--- config.mk ---
export PLATFORM = sky130hd
export DESIGN_NAME = minimum_trail_cover_euler
export DESIGN_NICKNAME = d
export VERILOG_FILES = /design/src/mtce_pkg.sv /design/src/minimum_trail_cover_euler.sv
export SDC_FILE = /design/constraint.sdc
export NUM_CORES = 2
export LEC_CHECK = 0
export ABC_AREA = 1
export BUFFER_PORTS_ARGS = -buffer_cell sky130_fd_sc_hd__buf_4
export CORE_MARGIN = 5
export CORE_UTILIZATION = 35
export DETAILED_ROUTE_END_ITERATION = 12
export GPL_TIMING_DRIVEN = 0
export SYNTH_ARGS = -nofsm -noshare
export SYNTH_HDL_FRONTEND = slang
export SYNTH_SLANG_ARGS = --single-unit
--- constraint.sdc ---
create_clock -name clk -period 13.42 [get_ports clk]
set_input_delay 2.684 -clock clk [delete_from_list [all_inputs] [get_ports clk]]
set_output_delay 2.684 -clock clk [all_outputs]
set_load 0.005 [all_outputs]
--- src/mtce_pkg.sv ---
package mtce_pkg;

  // graph size limits
  localparam int MAX_VERTS = 16;
  localparam int MAX_EDGES = 32;

  // real vertices plus one virtual vertex numbered above them
  localparam int NODES = MAX_VERTS + 1;
  localparam int VIRT  = MAX_VERTS;

  // fixed field widths of the item formats
  localparam int FIELD_W = 5;
  localparam int TOTAL_W = 4;
  localparam int TRAIL_W = 3;

  // derived storage widths and depths
  // every real edge plus one virtual edge per odd vertex can sit on the walk
  localparam int CNT_W       = $clog2(2 * MAX_EDGES + 2);
  localparam int NODE_W      = $clog2(NODES);
  localparam int VIDX_W      = $clog2(MAX_VERTS);
  localparam int EDGE_W      = $clog2(MAX_EDGES + 1);
  localparam int STACK_DEPTH = MAX_EDGES + MAX_VERTS + 1;
  localparam int CIRC_DEPTH  = MAX_EDGES + MAX_VERTS + 2;
  localparam int STK_AW      = $clog2(STACK_DEPTH);
  localparam int SP_W        = $clog2(STACK_DEPTH + 1);
  localparam int CIRC_AW     = $clog2(CIRC_DEPTH);
  localparam int CLEN_W      = $clog2(CIRC_DEPTH + 1);

  typedef logic [CNT_W-1:0]   cnt_t;
  typedef cnt_t [NODES-1:0]   row_t;
  typedef logic [NODE_W-1:0]  node_t;
  typedef logic [VIDX_W-1:0]  vidx_t;
  typedef logic [FIELD_W-1:0] field_t;

  // vertex count register screening: zero reads as one, large values saturate
  function automatic field_t vcount_clamp(input field_t v);
    field_t r;
    r = v;
    if (v == field_t'(0)) begin
      r = field_t'(1);
    end else if (v > field_t'(MAX_VERTS)) begin
      r = field_t'(MAX_VERTS);
    end
    return r;
  endfunction

endpackage

--- src/minimum_trail_cover_euler.sv ---
// Minimum trail cover of an undirected multigraph. Edges stream in one item
// at a time (end_a, end_b, 1-based); an edge with an endpoint of zero or above
// vertex_count, or beyond the edge capacity, is dropped, and tlast on any item
// starts the computation. Odd-degree vertices are tied to a virtual vertex,
// an Euler circuit is walked from vertex 1 taking the smallest neighbor first,
// and the circuit is cut at the virtual vertex into the fewest trails. Each
// result item is one vertex: tdata carries the trail count, trail index and
// vertex, tuser marks the last vertex of a trail and tlast the final item.
// A graph with all even degrees yields one closed trail. A loaded edge other
// than a self-loop updates two rows of the 17-row adjacency memory through
// its single read and single write port, a self-loop only one. The flagged
// item then holds the input through the degree parity pass, the walk, which
// uses the edges and pushes and pops the walk stack, and the output of the
// circuit entries as results, which waits while the result side stalls. The
// graph is cleared when the final result is handed to the output register.
module minimum_trail_cover_euler (
  input  logic        clk,
  input  logic        rst_n,
  input  logic        cfg_we,
  input  logic [4:0]  cfg_wdata,
  input  logic        in_tvalid,
  output logic        in_tready,
  input  logic [15:0] in_tdata,   // [4:0] end_a, [9:5] end_b, [15:10] zero
  input  logic        in_tlast,   // last_edge
  output logic        out_tvalid,
  input  logic        out_tready,
  output logic [15:0] out_tdata,  // [3:0] trail_total, [6:4] trail_number,
                                  // [11:7] vertex, [15:12] zero
  output logic        out_tuser,  // trail_end
  output logic        out_tlast   // last
);

  // sequencer states
  localparam logic [3:0] S_IDLE     = 4'd0;
  localparam logic [3:0] S_LD_RDA   = 4'd1;
  localparam logic [3:0] S_LD_WRA   = 4'd2;
  localparam logic [3:0] S_LD_WRB   = 4'd3;
  localparam logic [3:0] S_DG_RD    = 4'd4;
  localparam logic [3:0] S_DG_WR    = 4'd5;
  localparam logic [3:0] S_DG_VIRT  = 4'd6;
  localparam logic [3:0] S_WK_RD    = 4'd7;
  localparam logic [3:0] S_WK_SCAN  = 4'd8;
  localparam logic [3:0] S_WK_DEC   = 4'd9;
  localparam logic [3:0] S_WK_POP   = 4'd10;
  localparam logic [3:0] S_EM_SET   = 4'd11;
  localparam logic [3:0] S_EM_RD    = 4'd12;
  localparam logic [3:0] S_EM_PROC  = 4'd13;
  localparam logic [3:0] S_EM_FLUSH = 4'd14;
  localparam logic [3:0] S_CLEAR    = 4'd15;

  // control registers
  logic [3:0]                        state_r, state_nxt;
  mtce_pkg::field_t                  vcount_r, vcount_nxt;
  logic [mtce_pkg::EDGE_W-1:0]       edges_r, edges_nxt;
  logic [mtce_pkg::NODES-1:0]        adj_vld_r;
  logic                              out_valid_r, out_valid_nxt;
  logic                              pend_v_r, pend_v_nxt;

  // working registers
  mtce_pkg::node_t                   a_r, a_nxt, b_r, b_nxt;
  logic                              lastin_r, lastin_nxt;
  mtce_pkg::vidx_t                   dv_r, dv_nxt;
  logic [mtce_pkg::MAX_VERTS-1:0]    odd_mask_r, odd_mask_nxt;
  mtce_pkg::node_t                   top_r, top_nxt, prev_r, prev_nxt;
  logic [mtce_pkg::SP_W-1:0]         sp_r, sp_nxt;
  logic [mtce_pkg::CLEN_W-1:0]       clen_r, clen_nxt, start_r, start_nxt;
  logic [mtce_pkg::CLEN_W-1:0]       len_r, len_nxt, rem_r, rem_nxt;
  logic [mtce_pkg::TOTAL_W-1:0]      total_r, total_nxt, tot_r, tot_nxt;
  logic                              seen_r, seen_nxt, odd_r, odd_nxt;
  logic [mtce_pkg::CIRC_AW-1:0]      ptr_r, ptr_nxt;
  logic [mtce_pkg::TRAIL_W-1:0]      trail_r, trail_nxt;
  logic [mtce_pkg::TRAIL_W-1:0]      pend_trail_r, pend_trail_nxt;
  mtce_pkg::node_t                   pend_vx_r, pend_vx_nxt;
  logic                              pend_te_r, pend_te_nxt;

  // output payload registers
  logic [mtce_pkg::TOTAL_W-1:0]      out_total_r, out_total_nxt;
  logic [mtce_pkg::TRAIL_W-1:0]      out_trail_r, out_trail_nxt;
  mtce_pkg::field_t                  out_vertex_r, out_vertex_nxt;
  logic                              out_te_r, out_te_nxt;
  logic                              out_last_r, out_last_nxt;

  // adjacency row memory
  mtce_pkg::row_t                    adj_mem [mtce_pkg::NODES];
  mtce_pkg::row_t                    adj_rd_r;
  logic                              adj_rv_r;
  logic                              adj_re, adj_we, adj_clr;
  mtce_pkg::node_t                   adj_raddr, adj_waddr;
  mtce_pkg::row_t                    adj_wrow, eff_row, mod_row, virt_row;
  mtce_pkg::node_t                   mod_col;
  mtce_pkg::cnt_t                    mod_amt;
  logic                              mod_dec;

  // walk stack and circuit memories
  mtce_pkg::node_t                   stk_mem [mtce_pkg::STACK_DEPTH];
  mtce_pkg::node_t                   stk_rd_r;
  logic                              stk_re, stk_we;
  logic [mtce_pkg::STK_AW-1:0]       stk_raddr, stk_waddr;
  mtce_pkg::node_t                   circ_mem [mtce_pkg::CIRC_DEPTH];
  mtce_pkg::node_t                   circ_rd_r;
  logic                              circ_re, circ_we;
  logic [mtce_pkg::CIRC_AW-1:0]      circ_raddr, circ_waddr;

  // row scan results
  logic                              deg_par;
  logic                              scan_found;
  mtce_pkg::node_t                   scan_u;

  // helpers of the sequencer
  logic                              out_free;
  mtce_pkg::field_t                  in_a, in_b;
  logic                              in_ok;
  logic [mtce_pkg::CLEN_W-1:0]       em_len;

  // a row never written reads as all zero
  assign eff_row  = adj_rv_r ? adj_rd_r : '0;
  assign out_free = !out_valid_r || out_tready;
  assign in_a     = in_tdata[4:0];
  assign in_b     = in_tdata[9:5];
  assign in_ok    = (in_a != '0) && (in_a <= vcount_r) && (in_b != '0) &&
                    (in_b <= vcount_r) &&
                    (edges_r < mtce_pkg::EDGE_W'(mtce_pkg::MAX_EDGES));

  // one-entry add or subtract on the row just read
  always_comb begin
    mod_row = eff_row;
    if (mod_dec) begin
      mod_row[mod_col] = eff_row[mod_col] - mod_amt;
    end else begin
      mod_row[mod_col] = eff_row[mod_col] + mod_amt;
    end
  end

  // virtual vertex row built from the odd-degree mask
  always_comb begin
    virt_row = '0;
    for (int j = 0; j < mtce_pkg::MAX_VERTS; j++) begin
      virt_row[j] = mtce_pkg::cnt_t'(odd_mask_r[j]);
    end
  end

  // degree parity over the real columns
  always_comb begin
    deg_par = 1'b0;
    for (int j = 0; j < mtce_pkg::MAX_VERTS; j++) begin
      deg_par = deg_par ^ eff_row[j][0];
    end
  end

  // smallest neighbor with an unused edge
  always_comb begin
    scan_found = 1'b0;
    scan_u     = '0;
    for (int j = mtce_pkg::NODES - 1; j >= 0; j--) begin
      if (eff_row[j] != '0) begin
        scan_found = 1'b1;
        scan_u     = mtce_pkg::node_t'(j);
      end
    end
  end

  // sequencer
  always_comb begin
    em_len         = clen_r - mtce_pkg::CLEN_W'(1);
    state_nxt      = state_r;
    vcount_nxt     = vcount_r;
    edges_nxt      = edges_r;
    a_nxt          = a_r;
    b_nxt          = b_r;
    lastin_nxt     = lastin_r;
    dv_nxt         = dv_r;
    odd_mask_nxt   = odd_mask_r;
    top_nxt        = top_r;
    prev_nxt       = prev_r;
    sp_nxt         = sp_r;
    clen_nxt       = clen_r;
    start_nxt      = start_r;
    len_nxt        = len_r;
    rem_nxt        = rem_r;
    total_nxt      = total_r;
    tot_nxt        = tot_r;
    seen_nxt       = seen_r;
    odd_nxt        = odd_r;
    ptr_nxt        = ptr_r;
    trail_nxt      = trail_r;
    pend_v_nxt     = pend_v_r;
    pend_trail_nxt = pend_trail_r;
    pend_vx_nxt    = pend_vx_r;
    pend_te_nxt    = pend_te_r;
    out_valid_nxt  = out_valid_r;
    out_total_nxt  = out_total_r;
    out_trail_nxt  = out_trail_r;
    out_vertex_nxt = out_vertex_r;
    out_te_nxt     = out_te_r;
    out_last_nxt   = out_last_r;
    adj_re         = 1'b0;
    adj_raddr      = top_r;
    adj_we         = 1'b0;
    adj_waddr      = top_r;
    adj_wrow       = mod_row;
    adj_clr        = 1'b0;
    mod_col        = '0;
    mod_amt        = mtce_pkg::cnt_t'(1);
    mod_dec        = 1'b0;
    stk_re         = 1'b0;
    stk_raddr      = mtce_pkg::STK_AW'(sp_r - mtce_pkg::SP_W'(2));
    stk_we         = 1'b0;
    stk_waddr      = mtce_pkg::STK_AW'(sp_r - mtce_pkg::SP_W'(1));
    circ_re        = 1'b0;
    circ_raddr     = ptr_r;
    circ_we        = 1'b0;
    circ_waddr     = mtce_pkg::CIRC_AW'(clen_r);
    in_tready      = 1'b0;

    // configuration write
    if (cfg_we) begin
      vcount_nxt = mtce_pkg::vcount_clamp(cfg_wdata);
    end

    // result taken downstream
    if (out_valid_r && out_tready) begin
      out_valid_nxt = 1'b0;
    end

    unique case (state_r)
      // accept an edge item
      S_IDLE: begin
        in_tready = 1'b1;
        if (in_tvalid) begin
          a_nxt      = mtce_pkg::node_t'(in_a - mtce_pkg::field_t'(1));
          b_nxt      = mtce_pkg::node_t'(in_b - mtce_pkg::field_t'(1));
          lastin_nxt = in_tlast;
          if (in_ok) begin
            edges_nxt = edges_r + mtce_pkg::EDGE_W'(1);
            state_nxt = S_LD_RDA;
          end else if (in_tlast) begin
            dv_nxt       = '0;
            odd_mask_nxt = '0;
            state_nxt    = S_DG_RD;
          end
        end
      end

      // add the edge to row a, then to row b unless it is a self-loop
      S_LD_RDA: begin
        adj_re    = 1'b1;
        adj_raddr = a_r;
        state_nxt = S_LD_WRA;
      end

      S_LD_WRA: begin
        mod_col   = b_r;
        mod_amt   = (a_r == b_r) ? mtce_pkg::cnt_t'(2) : mtce_pkg::cnt_t'(1);
        adj_we    = 1'b1;
        adj_waddr = a_r;
        if (a_r != b_r) begin
          adj_re    = 1'b1;
          adj_raddr = b_r;
          state_nxt = S_LD_WRB;
        end else if (lastin_r) begin
          dv_nxt       = '0;
          odd_mask_nxt = '0;
          state_nxt    = S_DG_RD;
        end else begin
          state_nxt = S_IDLE;
        end
      end

      S_LD_WRB: begin
        mod_col   = a_r;
        adj_we    = 1'b1;
        adj_waddr = b_r;
        if (lastin_r) begin
          dv_nxt       = '0;
          odd_mask_nxt = '0;
          state_nxt    = S_DG_RD;
        end else begin
          state_nxt = S_IDLE;
        end
      end

      // degree parity pass, tie odd vertices to the virtual vertex
      S_DG_RD: begin
        adj_re    = 1'b1;
        adj_raddr = mtce_pkg::node_t'(dv_r);
        state_nxt = S_DG_WR;
      end

      S_DG_WR: begin
        mod_col            = mtce_pkg::node_t'(mtce_pkg::VIRT);
        mod_amt            = mtce_pkg::cnt_t'(deg_par);
        adj_we             = 1'b1;
        adj_waddr          = mtce_pkg::node_t'(dv_r);
        odd_mask_nxt[dv_r] = deg_par;
        if (dv_r == mtce_pkg::vidx_t'(mtce_pkg::MAX_VERTS - 1)) begin
          state_nxt = S_DG_VIRT;
        end else begin
          dv_nxt    = dv_r + mtce_pkg::vidx_t'(1);
          state_nxt = S_DG_RD;
        end
      end

      S_DG_VIRT: begin
        adj_we    = 1'b1;
        adj_waddr = mtce_pkg::node_t'(mtce_pkg::VIRT);
        adj_wrow  = virt_row;
        top_nxt   = '0;
        sp_nxt    = mtce_pkg::SP_W'(1);
        clen_nxt  = '0;
        total_nxt = '0;
        start_nxt = '0;
        seen_nxt  = 1'b0;
        state_nxt = S_WK_RD;
      end

      // walk: read the row of the vertex on top of the stack
      S_WK_RD: begin
        adj_re    = 1'b1;
        adj_raddr = top_r;
        state_nxt = S_WK_SCAN;
      end

      S_WK_SCAN: begin
        if (scan_found) begin
          // use one edge top-u and push u
          mod_col   = scan_u;
          mod_amt   = (scan_u == top_r) ? mtce_pkg::cnt_t'(2) : mtce_pkg::cnt_t'(1);
          mod_dec   = 1'b1;
          adj_we    = 1'b1;
          adj_waddr = top_r;
          stk_we    = 1'b1;
          sp_nxt    = sp_r + mtce_pkg::SP_W'(1);
          if (scan_u == top_r) begin
            state_nxt = S_WK_RD;
          end else begin
            adj_re    = 1'b1;
            adj_raddr = scan_u;
            prev_nxt  = top_r;
            top_nxt   = scan_u;
            state_nxt = S_WK_DEC;
          end
        end else begin
          // dead end: pop into the circuit
          circ_we  = 1'b1;
          clen_nxt = clen_r + mtce_pkg::CLEN_W'(1);
          sp_nxt   = sp_r - mtce_pkg::SP_W'(1);
          if (top_r == mtce_pkg::node_t'(mtce_pkg::VIRT)) begin
            seen_nxt = 1'b1;
            if (clen_r != '0) begin
              total_nxt = total_r + mtce_pkg::TOTAL_W'(1);
              if (total_r == '0) begin
                start_nxt = clen_r;
              end
            end
          end
          if (sp_r == mtce_pkg::SP_W'(1)) begin
            state_nxt = S_EM_SET;
          end else begin
            stk_re    = 1'b1;
            state_nxt = S_WK_POP;
          end
        end
      end

      // mirror entry in the neighbor's row
      S_WK_DEC: begin
        mod_col   = prev_r;
        mod_dec   = 1'b1;
        adj_we    = 1'b1;
        adj_waddr = top_r;
        state_nxt = S_WK_RD;
      end

      S_WK_POP: begin
        top_nxt   = stk_rd_r;
        state_nxt = S_WK_RD;
      end

      // choose circuit order: rotated at the virtual vertex or as walked
      S_EM_SET: begin
        trail_nxt  = '0;
        pend_v_nxt = 1'b0;
        len_nxt    = em_len;
        if ((odd_mask_r != '0) && seen_r) begin
          odd_nxt = 1'b1;
          tot_nxt = total_r;
          rem_nxt = em_len - mtce_pkg::CLEN_W'(1);
          if (start_r == em_len) begin
            ptr_nxt = mtce_pkg::CIRC_AW'(1);
          end else begin
            ptr_nxt = mtce_pkg::CIRC_AW'(start_r + mtce_pkg::CLEN_W'(1));
          end
        end else begin
          odd_nxt = 1'b0;
          tot_nxt = mtce_pkg::TOTAL_W'(1);
          rem_nxt = clen_r;
          ptr_nxt = '0;
        end
        state_nxt = S_EM_RD;
      end

      S_EM_RD: begin
        if (rem_r == '0) begin
          state_nxt = S_EM_FLUSH;
        end else begin
          circ_re = 1'b1;
          rem_nxt = rem_r - mtce_pkg::CLEN_W'(1);
          if (odd_r && (mtce_pkg::CLEN_W'(ptr_r) == len_r)) begin
            ptr_nxt = mtce_pkg::CIRC_AW'(1);
          end else begin
            ptr_nxt = ptr_r + mtce_pkg::CIRC_AW'(1);
          end
          state_nxt = S_EM_PROC;
        end
      end

      // one entry held back so the trail end can still be marked
      S_EM_PROC: begin
        if (circ_rd_r == mtce_pkg::node_t'(mtce_pkg::VIRT)) begin
          pend_te_nxt = 1'b1;
          trail_nxt   = trail_r + mtce_pkg::TRAIL_W'(1);
          state_nxt   = S_EM_RD;
        end else if (!pend_v_r || out_free) begin
          if (pend_v_r) begin
            out_valid_nxt  = 1'b1;
            out_total_nxt  = tot_r;
            out_trail_nxt  = pend_trail_r;
            out_vertex_nxt = mtce_pkg::field_t'(pend_vx_r) + mtce_pkg::field_t'(1);
            out_te_nxt     = pend_te_r;
            out_last_nxt   = 1'b0;
          end
          pend_v_nxt     = 1'b1;
          pend_trail_nxt = trail_r;
          pend_vx_nxt    = circ_rd_r;
          pend_te_nxt    = 1'b0;
          state_nxt      = S_EM_RD;
        end
      end

      S_EM_FLUSH: begin
        if (!pend_v_r) begin
          state_nxt = S_CLEAR;
        end else if (out_free) begin
          out_valid_nxt  = 1'b1;
          out_total_nxt  = tot_r;
          out_trail_nxt  = pend_trail_r;
          out_vertex_nxt = mtce_pkg::field_t'(pend_vx_r) + mtce_pkg::field_t'(1);
          out_te_nxt     = 1'b1;
          out_last_nxt   = 1'b1;
          pend_v_nxt     = 1'b0;
          state_nxt      = S_CLEAR;
        end
      end

      // drop the graph for the next load
      S_CLEAR: begin
        adj_clr   = 1'b1;
        edges_nxt = '0;
        state_nxt = S_IDLE;
      end

      default: begin
        state_nxt = S_IDLE;
      end
    endcase
  end

  // control registers
  always_ff @(posedge clk) begin
    if (!rst_n) begin
      state_r     <= S_IDLE;
      vcount_r    <= mtce_pkg::field_t'(mtce_pkg::MAX_VERTS);
      edges_r     <= '0;
      adj_vld_r   <= '0;
      out_valid_r <= 1'b0;
      pend_v_r    <= 1'b0;
      sp_r        <= '0;
      clen_r      <= '0;
    end else begin
      state_r     <= state_nxt;
      vcount_r    <= vcount_nxt;
      edges_r     <= edges_nxt;
      out_valid_r <= out_valid_nxt;
      pend_v_r    <= pend_v_nxt;
      sp_r        <= sp_nxt;
      clen_r      <= clen_nxt;
      if (adj_clr) begin
        adj_vld_r <= '0;
      end else if (adj_we) begin
        adj_vld_r[adj_waddr] <= 1'b1;
      end
    end
  end

  // working and payload registers
  always_ff @(posedge clk) begin
    a_r          <= a_nxt;
    b_r          <= b_nxt;
    lastin_r     <= lastin_nxt;
    dv_r         <= dv_nxt;
    odd_mask_r   <= odd_mask_nxt;
    top_r        <= top_nxt;
    prev_r       <= prev_nxt;
    start_r      <= start_nxt;
    len_r        <= len_nxt;
    rem_r        <= rem_nxt;
    total_r      <= total_nxt;
    tot_r        <= tot_nxt;
    seen_r       <= seen_nxt;
    odd_r        <= odd_nxt;
    ptr_r        <= ptr_nxt;
    trail_r      <= trail_nxt;
    pend_trail_r <= pend_trail_nxt;
    pend_vx_r    <= pend_vx_nxt;
    pend_te_r    <= pend_te_nxt;
    out_total_r  <= out_total_nxt;
    out_trail_r  <= out_trail_nxt;
    out_vertex_r <= out_vertex_nxt;
    out_te_r     <= out_te_nxt;
    out_last_r   <= out_last_nxt;
  end

  // adjacency memory, one row read and one row write per cycle
  always_ff @(posedge clk) begin
    if (adj_we) begin
      adj_mem[adj_waddr] <= adj_wrow;
    end
    if (adj_re) begin
      adj_rd_r <= adj_mem[adj_raddr];
      adj_rv_r <= adj_vld_r[adj_raddr];
    end
  end

  // walk stack memory, entries below the top register
  always_ff @(posedge clk) begin
    if (stk_we) begin
      stk_mem[stk_waddr] <= top_r;
    end
    if (stk_re) begin
      stk_rd_r <= stk_mem[stk_raddr];
    end
  end

  // circuit memory
  always_ff @(posedge clk) begin
    if (circ_we) begin
      circ_mem[circ_waddr] <= top_r;
    end
    if (circ_re) begin
      circ_rd_r <= circ_mem[circ_raddr];
    end
  end

  // result port
  assign out_tvalid = out_valid_r;
  assign out_tdata  = {4'b0000, out_vertex_r, out_trail_r, out_total_r};
  assign out_tuser  = out_te_r;
  assign out_tlast  = out_last_r;

  // stack never grows past its storage
  a_sp_bound: assert property (@(posedge clk) disable iff (!rst_n)
    (sp_r <= mtce_pkg::SP_W'(mtce_pkg::STACK_DEPTH)) || (state_r == S_IDLE))
    else $error("walk stack overflow");

  // circuit never grows past its storage
  a_clen_bound: assert property (@(posedge clk) disable iff (!rst_n)
    (clen_r < mtce_pkg::CLEN_W'(mtce_pkg::CIRC_DEPTH)) || (state_r == S_IDLE))
    else $error("circuit buffer overflow");

  // final item always closes its trail
  a_last_ends_trail: assert property (@(posedge clk) disable iff (!rst_n)
    out_tvalid && out_tlast |-> out_tuser)
    else $error("final item without trail end");

  // trail index stays below the trail count
  a_trail_range: assert property (@(posedge clk) disable iff (!rst_n)
    out_tvalid |-> ({1'b0, out_trail_r} < out_total_r))
    else $error("trail index out of range");

  // no held-back result while new edges are taken
  a_idle_no_pend: assert property (@(posedge clk) disable iff (!rst_n)
    in_tready |-> !pend_v_r)
    else $error("pending result left when accepting edges");

endmodule
---- Word-level counts from Yosys, hierarchy flattened ----
Memory sizes are Yosys's and may differ from the RTL's. A register that Yosys moved wholly into a read port is not among the register bits.
Index checks and enable logic that the tools add are counted.
cells by class
  add/subtract/negate cells ............... 18
  magnitude comparators ................... 11
  equal/unequal tests ..................... 44
  multiplexer cells ....................... 186
  bitwise gates (word level) .............. 19
  reduce and logical (&&, ||, !) cells .... 68
operators with widths
  cell                                                                   count
  119-bit two-way mux                                                    3
  119-bit bitwise mux                                                    2
  5-bit two-way mux                                                      28
  7-bit nonzero test                                                     17
  4-bit two-way mux                                                      23
  6-bit two-way mux                                                      14
  16-bit two-way mux                                                     5
  6-bit one-hot mux with 2 select lines                                  6
  16-bit one-hot mux with 4 select lines                                 1
  1-bit two-way mux                                                      63
  4-bit one-hot mux with 14 select lines                                 1
  5-bit one-hot mux with 4 select lines                                  2
  4-bit equality test, second input constant                             9
  7-bit binary-select mux with 5-bit select                              1
  7-bit demux with 5-bit select                                          1
  2-bit != test, second input constant                                   17
  6-bit by 1-bit adder with 6-bit output, second input constant          5
  5-bit one-hot mux with 5 select lines                                  1
  3-bit two-way mux                                                      8
  6-bit by 1-bit subtractor with 6-bit output, second input constant     4
  5-bit by 6-bit < comparator with 1-bit output, second input constant   3
  17-bit bitwise OR                                                      1
  16-bit bitwise mux                                                     1
  4-bit by 3-bit equality test with 1-bit output, second input constant  4
  56 further kinds                                                       126
word-level totals
  flip-flop bits (word level) ............. 148
  bits in writable memories ............... 2518
  input port bits ......................... 27
  memories ................................ 3
memories
  memory    depth  width  rd ports  clocked after memory_dff  write ports  RTL line                         text
  adj_mem   17     119    1         1                         1            minimum_trail_cover_euler.sv:84  mtce_pkg::row_t adj_mem [mtce_pkg::NODES];
  circ_mem  50     5      1         1                         1            minimum_trail_cover_euler.sv:99  mtce_pkg::node_t circ_mem [mtce_pkg::CIRC_DEPTH];
  stk_mem   49     5      1         1                         1            minimum_trail_cover_euler.sv:95  mtce_pkg::node_t stk_mem [mtce_pkg::STACK_DEPTH];

---- Logic depth before layout (Yosys ltp) ----
  depth after elaboration ................. 28
  gate-level depth with buffers ........... 42
  gate-level depth less buffers ........... 37

---- Worst setup path after synthesis ----
Ideal clock, no wire load.
  path kind ............................... register to register
  start ................................... register top_r[2]
  end ..................................... memory adj_mem[4][0] (netlist name), enable pin
  library setup time ...................... 601 ps
  data arrival time ....................... 7351 ps
  data required time ...................... 12819 ps
  path slack .............................. 5468 ps
  cell stages (with the launch flop) ...... 10
  period minus slack after synthesis ...... 7952 ps
  cell sequence ........................... edfxtp_1 inv_1 nor2_1 or2_2 inv_1 nor2_1 inv_1 nor2_1 inv_1 nor2_1
between the ends
  longest elaborated chain between the ends .. 1
RTL lines
  element                                RTL line                          text
  start, declared                        minimum_trail_cover_euler.sv:64   mtce_pkg::node_t top_r, top_nxt, prev_r, prev_nxt;
  start signal, assigned                 minimum_trail_cover_euler.sv:502  top_r <= top_nxt;
  5-bit one-hot mux with 4 select lines  minimum_trail_cover_euler.sv:225  unique case (state_r)
  end, declared                          minimum_trail_cover_euler.sv:84
Every way passes these cells.

==> impl_metrics.env <==
export IMPL_status="complete, no violations"
export IMPL_cts_root_buffer="clkbuf_16"
export IMPL_dp_cells=14500
export IMPL_drive_gt1_share_pct=9.17
export IMPL_synthAdderAreaFrac_pct=0.454
export IMPL_nets=10500
export IMPL_cp_end_kind="flip-flop"
export IMPL_via_count=83600
export IMPL_routedWlPerCell_um=27.4
export IMPL_first_pass_iters=8
export IMPL_crit_buf_inv=7
export IMPL_hold_class="reg -> reg"
export IMPL_postSynthCellCount=9932
export IMPL_gp_congestion=0.959
export IMPL_seq_area_frac_synth_pct=71.7
export IMPL_syn_area_per_cell_um2=11.7
export IMPL_clockBufferDepth=4
export IMPL_viasPerCell=5.57
export IMPL_grt_max_degree=33
export IMPL_grt_pass1_wl_um=581000
export IMPL_final_util_pct=40.7
export IMPL_synth_cell_types=64
export IMPL_clk_pin_slew_ns=0.06
export IMPL_synth_area_leaders="edfxtp_1 71%, nand2_1 6.3%, o21ai_0 5.6%"
export IMPL_placement_rows=211
export IMPL_antenna_found_initial=28
export IMPL_cts_inserted_buffers=291
export IMPL_synth_mux_area_share_pct=0.0279
export IMPL_synth_area_leader_cell="edfxtp_1"
export IMPL_fmax_ghz=0.100
export IMPL_dieWidth_um=587
export IMPL_io_buffers=36
export IMPL_synth_edf_count=2749
export IMPL_synth_top_family_by_area="simple AND/OR/NAND/NOR gates"
export IMPL_cpLargestDelayFamily="compound AO/OA/AOI/OAI gates"
export IMPL_min_delay_path_depth=0
export IMPL_synthSimpleGateAreaFrac_pct=13.2
export IMPL_finalNonFillerCells=15000
export IMPL_grt_pass1_vias=79200
export IMPL_synth_xor_area_share_pct=0.428
export IMPL_arrival_ns=10.44
export IMPL_relSlewSlack_pct=0.967
export IMPL_pre_cts_ws_ns=3.50
export IMPL_grt_overflow=0
export IMPL_regArea_mm2=0.0835
export IMPL_rsz0062_at_grt="false"
export IMPL_crit_path_frequent_cell="nor2_1"
export IMPL_drt_iter0_drc=11400
export IMPL_synth_area_mm2=0.116
export IMPL_fp_dieH_um=587
export IMPL_cp_slowest_cell="a21oi_1"
export IMPL_hp_start="pend_trail_r[0]$_DFFE_PP_"
export IMPL_cp_slowest_stage_delay_ns=1.08
export IMPL_r2r_cells=25
export IMPL_critPathLaunchType="flip-flop"
export IMPL_routed_wl_um=412000
export IMPL_clk_latency_ns=0.90
export IMPL_htreeDepth=5
export IMPL_ys_async_sr_fraction_pct=0
export IMPL_drtAntennaViolNets=0
export IMPL_hpwl_um=289000
export IMPL_cts_sinks=2795
export IMPL_die_area_mm2=0.344
export IMPL_cts_setup_buffers=0
export IMPL_fin_ws_ns=3.45
export IMPL_hold_buffers=0
export IMPL_start_util_pct=35.2
export IMPL_hold_path_endpoint="out_trail_r[0]$_DFFE_PP_"
export IMPL_ys_warn_count=0
export IMPL_hold_violations=0
export IMPL_worst_pin_slew_ns=1.49
export IMPL_io_pins=47
export IMPL_finalCritPeriodShare_pct=74.3
export IMPL_cts_tree="built"
export IMPL_synth_compound_area_share_pct=10.7
export IMPL_r2r_end="adj_mem[14][50]$_DFFE_PP_"
export IMPL_crit_type="reg -> reg"
export IMPL_fin_skew_ns=0.0946
export IMPL_yosys_most_used_dff="edfxtp_1"
export IMPL_setup_tns_ns=0
export IMPL_grt_util_all_layers_pct=23.0
export IMPL_ys_seq_elements=2795
export IMPL_synth_top_cell_area_share_pct=70.9
export IMPL_path_max_fanout=17
export IMPL_multi_input_area_mm2=0.0292
export IMPL_critical_path_required_ns=13.88
export IMPL_final_setup_viol_count=0
export IMPL_drv_cap=0
export IMPL_timing_rr_start="adj_rv_r$_DFFE_PP_"
export IMPL_rrSetupSlack_ns=3.45
export IMPL_slew_violations=0
export IMPL_cts_resized=0
export IMPL_min_period_ns=9.97
export IMPL_core_area_mm2=0.331
export IMPL_fillCellCount=30700
export IMPL_drcViolationCount=0
export IMPL_areaGrowthSynthToFinish_pct=15.8
## cell type report
cell class / count / share of cell area [%]
clock buffers: 363 / 5.74
clock inverters: 149 / 1.01
repair buffers: 188 / 2.54
flip-flops and latches: 2795 / 61.9
diodes: 22 / 0.0408
multi-input cells: 6134 / 21.7
inverters: 433 / 1.21
well taps: 4366 / 4.05
plain buffers: 573 / 1.82
## registers in the layout, indices dropped and copies added (netlist names), 6 cells and up
register and count:
odd_mask_r 16, adj_vld_r 17, circ_waddr 6, len_r 6, circ_mem 250, edges_r 6
adj_mem 2023, sp_r 6, rem_r 6, start_r 6, stk_mem 245, circ_raddr 6
adj_rd_r 119
## worst register-to-register path, stage by stage, from the launching register on
cell and delay [ns]:
edfxtp_1 0.36, buf_6 0.13, buf_2 0.33, buf_2 0.51, nand2_1 0.25, nand4_1 0.13, nor2_1 0.06, nand2_1 0.14
nor2_1 0.07, nor2_1 0.33, nor2_1 0.09, o21ai_1 0.24, nand2_1 0.17, o21ai_4 0.27, inv_2 0.20, nand2_2 0.33
inv_2 0.26, a221oi_1 0.65, o211ai_1 0.34, a31oi_1 0.94, inv_1 0.16, fa_1 0.51, o21ai_2 0.89, clkbuf_1 0.91
o21ai_0 0.21, a21oi_1 1.08
## how the worst max path moves through the flow
stage | start | to | slack (ns) | depth (start not counted)
2_1_floorplan | top_r[2]$_DFFE_PP_ | adj_mem[4][0]$_DFFE_PP_ | 5.47 | 9
3_3_place_gp | top_r[2]$_DFFE_PP_ | adj_mem[6][104]$_DFFE_PP_ | -3.98 | 9
3_5_place_dp | adj_rv_r$_DFFE_PP_ | adj_mem[13][99]$_DFFE_PP_ | 3.50 | 26
4_1_cts | adj_rv_r$_DFFE_PP_ | adj_mem[11][99]$_DFFE_PP_ | 3.45 | 26
5_1_grt | adj_rv_r$_DFFE_PP_ | adj_mem[14][50]$_DFFE_PP_ | 3.42 | 26
6_report | adj_rv_r$_DFFE_PP_ | adj_mem[14][50]$_DFFE_PP_ | 3.45 | 25
## through the flow
step,hold slack (ns),instance area [µm²]
final,0.421,135000
after global routing,0.436,135000
after CTS,0.426,135000
after detailed placement,0.410,126000
after global placement,0.406,122000
after floorplan,0.400,116000
## kinds of logic (layout without fill, tap and decap cells)
family	after synthesis	in the layout
AO/OA/AOI/OAI	2256	2256
other	1	26
flip-flops	2795	2795
adder cells (fa/ha/maj)	41	41
XOR/XNOR	56	56
AND/OR/NAND/NOR	3774	3774
multiplexers	3	3
buffers and inverters	1006	1706
## layout by cell type (no fill, tap or decap), types with 60 or more instances in the layout
| cell | netlist | final |
|---|---|---|
| clkinv_1 | 7 | 61 |
| clkbuf_16 | 0 | 299 |
| o21ai_0 | 1308 | 1293 |
| clkbuf_1 | 424 | 479 |
| nand3_1 | 290 | 290 |
| a21oi_1 | 401 | 377 |
| nand2_1 | 1962 | 1962 |
| or2_2 | 131 | 131 |
| inv_1 | 412 | 412 |
| nor2_1 | 1256 | 1234 |
| o211ai_1 | 158 | 158 |
| buf_2 | 98 | 99 |
| buf_12 | 0 | 87 |
| o221ai_1 | 60 | 60 |
| o22ai_1 | 222 | 222 |
| edfxtp_1 | 2749 | 2749 |
| buf_4 | 14 | 60 |
## layer usage
| layer | wire (µm) | GRT usage [%] | part of all wire, % | vias to the layer above |
|---|---|---|---|---|
| met2 | 183000 | 35.1 | 44 | 4867 |
| met3 | 44400 | 5.18 | 11 | 821 |
| li1 | - | - | - | 36400 |
| met4 | 19200 | 9.70 | 4.7 | 6 |
| met5 | 34 | 0 | 0.0083 | - |
| met1 | 166000 | 31.7 | 40 | 41500 |
## cell usage after synthesis (all sizes together), types with 41 or more instances
cell,n
nand3,296
o22ai,222
o211ai,158
a21oi,401
inv,426
or2,132
nor2,1273
buf,149
nand2,1979
clkbuf,424
nand4,41
o221ai,60
dfxtp,46
o21ai,1321
edfxtp,2749
Power is not shown: default switching activity piles up to over one toggle a cycle in this logic, so the estimate is an artifact.
